### src/design/svu_pkg.sv
// ----------------------------------------------------------------------------
// svu_pkg
// Shared types and constants of the softmax vector unit: beat payloads,
// divider request/response, fixed-point constants and register map.
// ----------------------------------------------------------------------------
package svu_pkg;

  // Input beat: one signed Q4.11 logit and its end-of-vector mark
  typedef struct packed {
    logic signed [15:0] sample;
    logic               is_last;
  } in_item_t;

  // Output beat: Q1.15 probability with vector flags
  typedef struct packed {
    logic [15:0] probability;
    logic        final_flag;
    logic        overrun;
  } out_item_t;

  // Shared divider widths
  localparam int DVD_W = 31;
  localparam int DVS_W = 22;

  typedef struct packed {
    logic             start;
    logic [DVD_W-1:0] dividend;
    logic [DVS_W-1:0] divisor;
  } div_req_t;

  typedef struct packed {
    logic             done;
    logic [DVD_W-1:0] quotient;
  } div_rsp_t;

  // 1.0 in Q1.30, and exp(-1) in Q1.30
  localparam logic [30:0] ONE_Q30 = 31'h4000_0000;
  localparam logic [28:0] EXP_C   = 29'd395007543;
  localparam logic [4:0]  SERIES_TERMS = 5'd16;

  // Register map (byte addresses)
  localparam int          PADDR_W   = 2;
  localparam logic [1:0]  ADDR_MODE = 2'd0;

endpackage

### src/design/svu_ram.sv
// ----------------------------------------------------------------------------
// svu_ram
// Generic single-write, single-read RAM with registered read data.
// ----------------------------------------------------------------------------
module svu_ram #(
  parameter int WIDTH = 16,
  parameter int DEPTH = 64
) (
  input  logic                     clk,
  input  logic                     we,
  input  logic [$clog2(DEPTH)-1:0] waddr,
  input  logic [WIDTH-1:0]         wdata,
  input  logic [$clog2(DEPTH)-1:0] raddr,
  output logic [WIDTH-1:0]         rdata
);

  logic [WIDTH-1:0] mem [DEPTH];

  always_ff @(posedge clk) begin
    if (we) begin
      mem[waddr] <= wdata;
    end
    rdata <= mem[raddr];
  end

endmodule

### src/design/svu_div.sv
// ----------------------------------------------------------------------------
// svu_div
// Shared restoring divider: one quotient bit per cycle. Serves both the
// series terms and the final normalization.
// ----------------------------------------------------------------------------
module svu_div
  import svu_pkg::*;
(
  input  logic     clk,
  input  logic     rst,
  input  div_req_t req,
  output div_rsp_t rsp
);

  logic             busy;
  logic [4:0]       steps;
  logic [DVD_W-1:0] dvd;
  logic [DVS_W-1:0] rem;
  logic [DVS_W-1:0] dvs;
  logic             done;

  logic [DVS_W:0]   rem_sh;
  logic [DVS_W:0]   rem_sub;
  logic             ge;

  // one restoring step
  always_comb begin
    rem_sh  = {rem, dvd[DVD_W-1]};
    ge      = (rem_sh >= {1'b0, dvs});
    rem_sub = rem_sh - {1'b0, dvs};
  end

  always_ff @(posedge clk) begin
    if (rst) begin
      busy  <= 1'b0;
      done  <= 1'b0;
      steps <= '0;
    end else begin
      done <= 1'b0;
      if (req.start) begin
        busy  <= 1'b1;
        steps <= 5'(DVD_W - 1);
        dvd   <= req.dividend;
        dvs   <= req.divisor;
        rem   <= '0;
      end else if (busy) begin
        rem <= ge ? rem_sub[DVS_W-1:0] : rem_sh[DVS_W-1:0];
        dvd <= {dvd[DVD_W-2:0], ge};
        if (steps == 5'd0) begin
          busy <= 1'b0;
          done <= 1'b1;
        end else begin
          steps <= steps - 5'd1;
        end
      end
    end
  end

  assign rsp.done     = done;
  assign rsp.quotient = dvd;

endmodule

### src/design/svu_top.sv
// ----------------------------------------------------------------------------
// softmax_vector_unit_top
// Softmax over a stored vector of Q4.11 logits, one or four interleaved groups.
// ----------------------------------------------------------------------------
// Samples are taken one beat per cycle while the unit is idle and stored; a
// beat carrying is_last closes the vector and the unit stalls its input until
// every probability has been handed out. Processing runs under one sequencer
// around a shared restoring divider (31 steps per division). The max pass
// reads and compares each element. The exp pass runs 16 series terms per
// element, each a multiply and a division, then n = (max-x) >> 11 multiplies
// by exp(-1), each a low multiply, a high multiply and an add. The normalize
// pass runs one division per element and waits out any output stall.
// With interleave_mode set, element i is normalized within group i mod 4.
// Beats beyond MAX_LEN are dropped and flag overrun on every result of that
// vector.
// ----------------------------------------------------------------------------
module softmax_vector_unit_top
  import svu_pkg::*;
#(
  parameter int MAX_LEN = 64
) (
  input  logic               clk,
  input  logic               rst,
  input  logic               in_valid,
  output logic               in_stall,
  input  in_item_t           in_data,
  output logic               out_valid,
  input  logic               out_stall,
  output out_item_t          out_data,
  input  logic               psel,
  input  logic               penable,
  input  logic               pwrite,
  input  logic [PADDR_W-1:0] paddr,
  input  logic [31:0]        pwdata,
  output logic [31:0]        prdata,
  output logic               pready
);

  localparam int AW = $clog2(MAX_LEN);
  localparam int CW = $clog2(MAX_LEN + 1);

  typedef enum logic [3:0] {
    S_IDLE, S_MAX_RD, S_MAX_CMP, S_EXP_RD, S_EXP_SET, S_TERM_MUL, S_TERM_DIV,
    S_CMUL_LO, S_CMUL_HI, S_CMUL_ADD, S_EXP_WR, S_NRM_RD, S_NRM_SET,
    S_NRM_DIV, S_NRM_OUT
  } state_t;

  state_t             state;
  logic               mode;
  logic               mode_lat;
  logic [CW-1:0]      count;
  logic               ovr;
  logic [CW-1:0]      idx;
  logic signed [15:0] gmax [4];
  logic [21:0]        gsum [4];

  logic [10:0]        r_q;
  logic [4:0]         n_q;
  logic [4:0]         k;
  logic [30:0]        term;
  logic [30:0]        v;
  logic [41:0]        prod;
  logic [44:0]        acc_lo;
  logic [43:0]        acc_hi;
  logic [DVD_W-1:0]   nrm_dvd;
  logic [15:0]        p_q;
  logic               div_go;

  logic               in_acc;
  logic               has_room;
  logic [1:0]         g;
  logic [CW-1:0]      idx_inc;
  logic               last_elem;
  logic [15:0]        smp_rdata;
  logic [15:0]        exp_rdata;
  logic signed [16:0] diff;
  logic [31:0]        v_rnd;
  logic [15:0]        e_val;
  logic [60:0]        cmul_sum;
  logic [DVD_W-1:0]   q_val;
  div_req_t           div_req;
  div_rsp_t           div_rsp;

  // handshake and element bookkeeping
  assign in_stall  = (state != S_IDLE);
  assign in_acc    = in_valid & ~in_stall;
  assign has_room  = (count < CW'(MAX_LEN));
  assign g         = mode_lat ? idx[1:0] : 2'd0;
  assign idx_inc   = idx + CW'(1);
  assign last_elem = (idx_inc == count);

  // datapath helpers
  assign diff     = 17'(gmax[g]) - 17'($signed(smp_rdata));
  assign v_rnd    = {1'b0, v} + 32'h0000_4000;
  assign e_val    = v_rnd[30:15];
  assign cmul_sum = 61'(acc_lo) + (61'(acc_hi) << 16) + 61'h2000_0000;
  assign q_val    = div_rsp.quotient;

  // shared divider request
  always_comb begin
    div_req.start = div_go;
    if (state == S_TERM_DIV) begin
      div_req.dividend = prod[41:11];
      div_req.divisor  = {17'b0, k};
    end else begin
      div_req.dividend = nrm_dvd;
      div_req.divisor  = gsum[g];
    end
  end

  // configuration port
  assign pready = 1'b1;
  assign prdata = (paddr == ADDR_MODE) ? {31'b0, mode} : 32'b0;

  svu_ram #(.WIDTH(16), .DEPTH(MAX_LEN)) u_smp_ram (
    .clk   (clk),
    .we    (in_acc & has_room),
    .waddr (count[AW-1:0]),
    .wdata (in_data.sample),
    .raddr (idx[AW-1:0]),
    .rdata (smp_rdata)
  );

  svu_ram #(.WIDTH(16), .DEPTH(MAX_LEN)) u_exp_ram (
    .clk   (clk),
    .we    (state == S_EXP_WR),
    .waddr (idx[AW-1:0]),
    .wdata (e_val),
    .raddr (idx[AW-1:0]),
    .rdata (exp_rdata)
  );

  svu_div u_div (
    .clk (clk),
    .rst (rst),
    .req (div_req),
    .rsp (div_rsp)
  );

  // sequencer and datapath registers
  always_ff @(posedge clk) begin
    if (rst) begin
      state     <= S_IDLE;
      mode      <= 1'b0;
      mode_lat  <= 1'b0;
      count     <= '0;
      ovr       <= 1'b0;
      idx       <= '0;
      div_go    <= 1'b0;
      out_valid <= 1'b0;
      for (int i = 0; i < 4; i++) begin
        gmax[i] <= -16'sd32768;
        gsum[i] <= '0;
      end
    end else begin
      div_go <= 1'b0;
      // output beat taken; S_NRM_OUT handles out_valid itself
      if (out_valid && !out_stall && state != S_NRM_OUT) begin
        out_valid <= 1'b0;
      end
      if (psel && penable && pwrite && pready && paddr == ADDR_MODE) begin
        mode <= pwdata[0];
      end

      unique case (state)
        S_IDLE: begin
          if (in_acc) begin
            if (has_room) begin
              count <= count + CW'(1);
            end else begin
              ovr <= 1'b1;
            end
            if (in_data.is_last) begin
              mode_lat <= mode;
              idx      <= '0;
              state    <= S_MAX_RD;
            end
          end
        end

        // max pass
        S_MAX_RD: state <= S_MAX_CMP;
        S_MAX_CMP: begin
          if ($signed(smp_rdata) > gmax[g]) begin
            gmax[g] <= $signed(smp_rdata);
          end
          if (last_elem) begin
            idx <= '0;
            state <= S_EXP_RD;
          end else begin
            idx <= idx_inc;
            state <= S_MAX_RD;
          end
        end

        // exp pass
        S_EXP_RD: state <= S_EXP_SET;
        S_EXP_SET: begin
          r_q   <= diff[10:0];
          n_q   <= diff[15:11];
          term  <= ONE_Q30;
          v     <= ONE_Q30;
          k     <= 5'd1;
          state <= S_TERM_MUL;
        end
        S_TERM_MUL: begin
          prod   <= {11'b0, term} * {31'b0, r_q};
          div_go <= 1'b1;
          state  <= S_TERM_DIV;
        end
        S_TERM_DIV: begin
          if (div_rsp.done) begin
            term <= q_val;
            if (k[0]) begin
              v <= (q_val > v) ? 31'b0 : v - q_val;
            end else begin
              v <= v + q_val;
            end
            if (k == SERIES_TERMS) begin
              state <= (n_q == 5'd0) ? S_EXP_WR : S_CMUL_LO;
            end else begin
              k <= k + 5'd1;
              state <= S_TERM_MUL;
            end
          end
        end
        S_CMUL_LO: begin
          acc_lo <= {29'b0, v[15:0]} * {16'b0, EXP_C};
          state  <= S_CMUL_HI;
        end
        S_CMUL_HI: begin
          acc_hi <= {29'b0, v[30:16]} * {15'b0, EXP_C};
          state  <= S_CMUL_ADD;
        end
        S_CMUL_ADD: begin
          v   <= cmul_sum[60:30];
          n_q <= n_q - 5'd1;
          state <= (n_q == 5'd1) ? S_EXP_WR : S_CMUL_LO;
        end
        S_EXP_WR: begin
          gsum[g] <= gsum[g] + 22'(e_val);
          if (last_elem) begin
            idx <= '0;
            state <= S_NRM_RD;
          end else begin
            idx <= idx_inc;
            state <= S_EXP_RD;
          end
        end

        // normalize pass
        S_NRM_RD: state <= S_NRM_SET;
        S_NRM_SET: begin
          nrm_dvd <= {exp_rdata, 15'b0} + 31'(gsum[g] >> 1);
          div_go  <= 1'b1;
          state   <= S_NRM_DIV;
        end
        S_NRM_DIV: begin
          if (div_rsp.done) begin
            p_q   <= (gsum[g] == 22'd0) ? 16'd0 : q_val[15:0];
            state <= S_NRM_OUT;
          end
        end
        S_NRM_OUT: begin
          if (!out_valid || !out_stall) begin
            out_valid <= 1'b1;
            out_data.probability <= p_q;
            out_data.final_flag  <= last_elem;
            out_data.overrun     <= ovr;
            if (last_elem) begin
              count <= '0;
              ovr   <= 1'b0;
              idx   <= '0;
              for (int i = 0; i < 4; i++) begin
                gmax[i] <= -16'sd32768;
                gsum[i] <= '0;
              end
              state <= S_IDLE;
            end else begin
              idx   <= idx_inc;
              state <= S_NRM_RD;
            end
          end
        end
        default: state <= S_IDLE;
      endcase
    end
  end

endmodule
### config.mk
export PLATFORM = sky130hd
export DESIGN_NAME = softmax_vector_unit_top
export DESIGN_NICKNAME = d
export VERILOG_FILES = /design/src/design/svu_pkg.sv /design/src/design/svu_ram.sv /design/src/design/svu_div.sv /design/src/design/svu_top.sv
export SDC_FILE = /design/constraint.sdc
export NUM_CORES = 2
export LEC_CHECK = 0
export ABC_AREA = 1
export CAP_MARGIN = 25
export CORE_UTILIZATION = 30
export CTS_CLUSTER_DIAMETER = 50
export DETAILED_ROUTE_END_ITERATION = 7
export DONT_BUFFER_PORTS = 1
export SLEW_MARGIN = 20
export SYNTH_ARGS = -nofsm -noshare
export SYNTH_HDL_FRONTEND = slang
export SYNTH_HIERARCHICAL = 1
export SYNTH_SLANG_ARGS = --single-unit
### constraint.sdc
create_clock -name clk -period 18.4 [get_ports clk]
set_clock_uncertainty 0.1 [all_clocks]
set_input_delay 0.92 -clock clk [delete_from_list [all_inputs] [get_ports clk]]
set_output_delay 0.92 -clock clk [all_outputs]
set_load 0.02 [all_outputs]
Word-level counts from Yosys, hierarchy flattened
Memories as Yosys holds them, arrays and structs flattened. A register that Yosys moved wholly into a read port is not among the register bits.
Cells that the tools add are included.
- $add $sub $neg: 14
- $mul: 3
- order comparisons: 4
- equal/unequal tests: 28
- muxes and demuxes: 86
- bitwise logic cells: 14
- reduce and logical (&&, ||, !) cells: 46
- operators by type and width (cell ; count):
    2-to-1 mux 31 bit ; 6
    2-to-1 mux 22 bit ; 7
    case mux 31 bit (3 select lines) ; 1
    2-to-1 mux 16 bit ; 5
    case mux 31 bit (2 select lines) ; 1
    adder 45 x 60 -> 61 bit ; 1
    adder 61 x 30 -> 61 bit, second input constant ; 1
    case mux 4 bit (15 select lines) ; 1
    2-to-1 mux 7 bit ; 8
    2-to-1 mux 53 bit ; 1
    multiplier 16 x 29 -> 45 bit, second input constant ; 1
    multiplier 15 x 29 -> 44 bit, second input constant ; 1
    multiplier 31 x 11 -> 42 bit ; 1
    2-to-1 mux 4 bit ; 10
    2-to-1 mux 1 bit ; 32
    adder 31 x 15 -> 31 bit, second input constant ; 1
    adder 31 x 21 -> 31 bit ; 1
    adder 31 bit ; 1
    greater-than comparator 31 bit ; 1
    subtractor 31 bit ; 1
    == test 4 bit, second input constant ; 7
    2-to-1 mux 5 bit ; 5
    >= comparator 23 x 22 -> 1 bit ; 1
    adder 22 x 16 -> 22 bit ; 1
    other kinds (42) ; 99
- register bits after elaboration: 384
- RAM bits: 2200
- bits of input ports: 58
- word-level logic and storage cells: 228
- memories: 4
- memory list (memory ; depth ; bits a word ; read ports ; clocked after Yosys merged registers in ; wr ports ; RTL line ; text):
    u_exp_ram.mem ; 64 ; 16 ; 1 ; 1 ; 1 ; svu_ram.sv:17 ; logic [WIDTH-1:0] mem [DEPTH];
    u_smp_ram.mem ; 64 ; 16 ; 1 ; 1 ; 1 ; svu_ram.sv:17 ;
    gsum ; 4 ; 22 ; 1 ; 0 ; 4 ; svu_top.sv:55 ; logic [21:0] gsum [4];
    gmax ; 4 ; 16 ; 1 ; 0 ; 4 ; svu_top.sv:54 ; logic signed [15:0] gmax [4];

Logic depth before layout (Yosys ltp)
- depth after elaboration: 9
- depth in mapped cells: 25

By module
Netlist, hierarchy kept.
- modules (own cells, without submodules) (module ; times used ; cells an instance ; area each (sq um) ; sequential area each (sq um)):
    softmax_vector_unit_top ; 1 ; 7061 ; 55368.1 ; 12592.1
    svu_ram (u_smp_ram) ; 1 ; 3517 ; 42099.1 ; 31069.8
    svu_ram (u_exp_ram) ; 1 ; 3517 ; 42090.4 ; 31069.8
    svu_div ; 1 ; 624 ; 4889.7 ; 2392.3

Worst setup path before layout
OpenSTA, ideal clock, no wires.
- kind: register to register
- start: reg v[14]
- end: reg acc_lo[41], data pin
- library setup time: 260 ps
- arrival time: 5626 ps
- path slack: 12414 ps
- stages on the path, launching flop included: 19
- buffers on the path: 0
- clock period less this slack: 5986 ps
- cells stage by stage: edfxtp_1 > inv_1 > ha_1 > inv_1 > fa_1 > inv_1 > fa_1 > fa_1 > fa_1 > fa_1 > inv_1 > ha_1 > nand2_1 > nor2_1 > inv_1 > nor4_1 > nand3_1 > nand3_1 > xor2_1
- longest elaborated chain between the ends: 1
- ends and longest elaborated chain (what ; RTL line ; text):
    start: declaration ; svu_top.sv:61 ; logic [30:0] v;
    start signal: assignment ; svu_top.sv:215 ; v <= (q_val > v) ? 31'b0 : v - q_val;
    start signal: assignment ; svu_top.sv:217 ; v <= v + q_val;
    start signal: assignment ; svu_top.sv:236 ; v <= cmul_sum[60:30];
    multiplier 16 x 29 -> 45 bit ; svu_top.sv:228 ; acc_lo <= {29'b0, v[15:0]} * {16'b0, EXP_C};
    end signal: assignment ; svu_top.sv:228 ;
    end: declaration ; svu_top.sv:63 ; logic [44:0] acc_lo;
No other way between the ends.
A chain may end at the register's enable or synchronous reset.

Worst setup path in the final report
Same ends and word-level chain as after synthesis.

==> results list <==
* Die span in y: 695.9 um
- Power density cells: between 80 and 90 mW/mm2
- Initial standard-cell utilization of the core: 0.3016
- Top Layer Used: met5
- Synthesis-to-finish area growth: 11.95%
* Leakage power: 66.15 nW
- Critical path's slowest cell: edfxtp_1
- Summing over every cut layer, the via total after detailed routing is 102900.
- Ranked by total cell area, the synthesized netlist is headed by edfxtp_1 53%, nand2_1 12%, fa_1 8.3%, nand3_1 7.3%, ha_1 5.1%.
* Clock power frac: 0.459
* Yosys Warn Count: 6
- Unrepaired setup endpoints after global routing: false
- TritonCTS built the clock tree.
* Switching power share of the total: 0.2253
* Largest delay contributor family on the critical path: adder cells
- Total Negative Setup Slacks: 0 ns
- Once placement finished, the instance area stood at approximately 0.15 mm2.
- Share of cells above drive strength 1: 0.05529
- Measured on the finished design, the core utilization comes to 0.3376.
* Die area: 0.4843 mm2
* Post-Route M1 WL: 180700 um
* Top cell type's share of synthesized area: 0.5253
- Core ar.: 0.4789 mm2
- Post-synthesis async set-or-reset flop share: 0
* Post-route design area: 0.1617 mm2
- Yosys mapped a number of flops with a built-in enable equal to 2527.
- In the post-synthesis netlist, the cell with the most instances is nand2_1.
- The final max-slew violation count came to 0.
* Number of hold violations in the final report: 0
* Worst EP arrival: 7.10 ns
- After synthesis the netlist holds a flip-flop and latch count of approximately 2600.
- Hold is met by between 0.07 and 0.08 ns.
* Count of final setup violators: 0
- Longest Clk Path Bufs: 4
* WL final: 414500 um
- Entering global routing, the biggest net connects 203 pins.
* Total internal power: 10.10 mW
- Counting the buffers created by CTS gives 307.
* Detailed-route wire length per cell: around 19 um
- After technology mapping, the gate count stands at about 15000.
- Met2 wire len: between 150000 and 200000 um
- DR pass1 iterations: 8
- Endpoint required time on the critical path: 18.91 ns
- The worst setup path is launched from a register.
- Of all nets on the critical path, the largest fanout is 10.
- Count of antenna-violating nets left after detailed routing: 0
* Part of the Yosys area used for sequential elements: 0.5339
* Kind of critical path: register to register
- For this design the total switching power over the nets is 2.938 mW.
* Maximum vdd drop: 0.07440 mV
- After detailed routing, the number of vias per cell comes to slightly below 5.
* Clock Sink Count: 2589
- Post-synthesis instance area: 0.1444 mm2
- CTS H-Tree Depth: 5
- Prevailing post-synth register cell: edfxtp_1
- For this design the top-level I/O count stands at 111.
- The checks that failed: design-rule violations.
* Highest clock rate: 0.1518 GHz
- In this run the core area contains 254 standard-cell rows.
- Root Buffer: clkbuf_16
- The number of global-route vias before repair is 98400.
- Global routing finished with a remaining overflow of 0.
- Routability-driven placement finished with a final weighted congestion of 0.9196.
- Max Cap Violations: 0
- Detailed placement ended at an HPWL of 270000 um.
- The number of gates resized after CTS was 0.
- The first global-routing pass estimated between 600000 and 700000 um of wire.
- Met3 wire length: 28800 um
- STA classifies the critical path endpoint as a register.
- Average instance area after synthesis: 9.814 um2
* CP Buf/Inv Count: 5
- Series of cell instances along the critical path: inv_1 > ha_1 > inv_2 > fa_1 > inv_1 > fa_1 > fa_1 > fa_1 > fa_1 > inv_1 > ha_1 > nand2_1 > nor2_1 > inv_1 > nor4_1 > nand3_1 > nand3_1 > xor2_1
* Clock slew at reported path FFs: about 0.060 ns
- The share of total power dissipated in combinational logic is 0.044.
- Setup fix buffers added after clock tree synthesis: 0
- Of the total power, registers draw 0.497.
- The tightest min-delay check is of the input port to register type.
* Critical Path Most Common Cell: fa_1
* Post-route DRC violation count: 13
- The first routing iteration left 9945 violations.
* Max transition margin: 0.2110
* Number of buffers inserted by port buffering: 0
- Initial antenna violation count: 9
- The floorplan step set the die width to a little under 700 um.
- For the pin with the worst max-slew slack, the measured transition is approximately 1.2 ns.
- NumNets Final: between 15000 and 20000
* Worst stage delay on the critical path: 0.81 ns
- Commonest cells post-synth: 4483 x nand2_1, 2527 x edfxtp_1, 2096 x nand3_1
- The flow ran to the end, but the final reports show violations.
- For the worst-skew pair, the clock arrives at the later sink with an insertion delay of 0.96 ns.
* Combined global-route utilization of all metal layers: 0.1668
- Cell taking the most area after synthesis: edfxtp_1
- Final period utilization: 0.3581
- Summing internal, switching and leakage power gives 13.04 mW.
- Fin crit period: around 6.6 ns
- Netlist cell types: 59
## worst reg2reg max path, cell delays in order, from the launching register on
cell and delay (ns):
edfxtp_1 0.81, inv_1 0.31, ha_1 0.54, inv_2 0.08, fa_1 0.58, inv_1 0.09
fa_1 0.47, fa_1 0.51, fa_1 0.54, fa_1 0.61, inv_1 0.06, ha_1 0.41
nand2_1 0.13, nor2_1 0.17, inv_1 0.10, nor4_1 0.46, nand3_1 0.14, nand3_1 0.16
xor2_1 0.09
## worst paths after layout
check                            start                    end  slack [ns]  depth (start not counted)
setup / recovery       v[14]$_DFFE_PP_   acc_lo[41]$_DFFE_PP_       11.81                         18
hold reg to reg   p_q[6]$_SDFFCE_PN0P_  out_data[8]$_DFFE_PP_        0.32                          0
setup reg to reg       v[14]$_DFFE_PP_   acc_lo[41]$_DFFE_PP_       11.81                         18
hold / removal              in_data[0]  mode_lat$_SDFFE_PP0P_        0.08                          2
## kinds of logic (layout without fill, tap and decap cells)
family,after synthesis,after routing,share of synthesized area
xor gates and xnor gates,167,167,0.01013
buffers and inverters,2321,2512,0.07013
DFF,2589,2589,0.5339
AOI/OAI and AO/OA,745,745,0.02940
other,2,36,0.00005199
and+or+nand+nor,7705,7705,0.2223
adders and majority gates,1190,1190,0.1341
## placed cells by master, fill, tap and decap left out, types with 48 or more instances in the layout
cell       instances
nor2_1           880
dfxtp_1           56
fa_1             596
clkbuf_16        316
inv_1           1664
clkinv_1          58
nand4_1           83
xnor2_1           48
nand3_1         2096
xor2_1           110
nor3_1            68
edfxtp_1        2527
ha_1             594
nand2_1         4483
clkbuf_1          54
buf_4            237
o21ai_0          195
a21oi_1          325
## power by group through the flow
| stage | clock (mW) | combinational [mW] | sequential [mW] |
|---|---|---|---|
| floorplan | 0 | 0.376 | 6.60 |
| global placement | 0 | 0.515 | 6.60 |
| detailed placement | 0 | 0.517 | 6.60 |
| CTS | 6.08 | 0.579 | 6.48 |
| global route | 6.30 | 0.641 | 6.48 |
| finish | 5.98 | 0.580 | 6.48 |
## metal layers
layer	track usage	up-vias
met3	0.02188	649
met2	0.2703	3660
met5	0	-
met4	0.05319	2
li1	-	48640
met1	0.2311	49990
## metrics by stage
| step | instances | setup WS, ns |
|---|---|---|
| floorplan | 14750 | 12.41 |
| global placement | 20760 | 11.84 |
| detailed placement | 20760 | 11.91 |
| CTS | 21330 | 11.86 |
| global route | 21340 | 11.58 |
| finish | 21340 | 11.81 |
## area by class of cell
cell class | instances | area (um2)
multi-input cells | 9839 | 57650
inverters | 1689 | 6395
clock buffers | 371 | 8113
fillers | 48230 | 317200
well taps | 6400 | 8008
flip-flops and latches | 2589 | 77140
clock inverters | 178 | 1847
diodes | 4 | 10.01
repair buffers | 274 | 2540
## sequential cells by signal, indices dropped and copies added (netlist names), 7 cells and up
signal and count:
count 7, idx 7, v 31, gsum 88
gmax 64, u_div/rem 22, u_exp_ram/mem 1024, nrm_dvd 31
u_div/dvd 31, acc_lo 29, u_smp_ram/rdata 16, p_q 16
u_smp_ram/mem 1024, u_div/dvs 22, u_exp_ram/rdata 16, term 31
acc_hi 44, out_data 18, r_q 11, prod 31
## what timing repair did
item	4_1_cts	5_1_grt
setup endpoints to repair	0	0
endpoints found under the hold margin	1015	4
hold buffers	26	1
(Power assumes the default switching activity.)
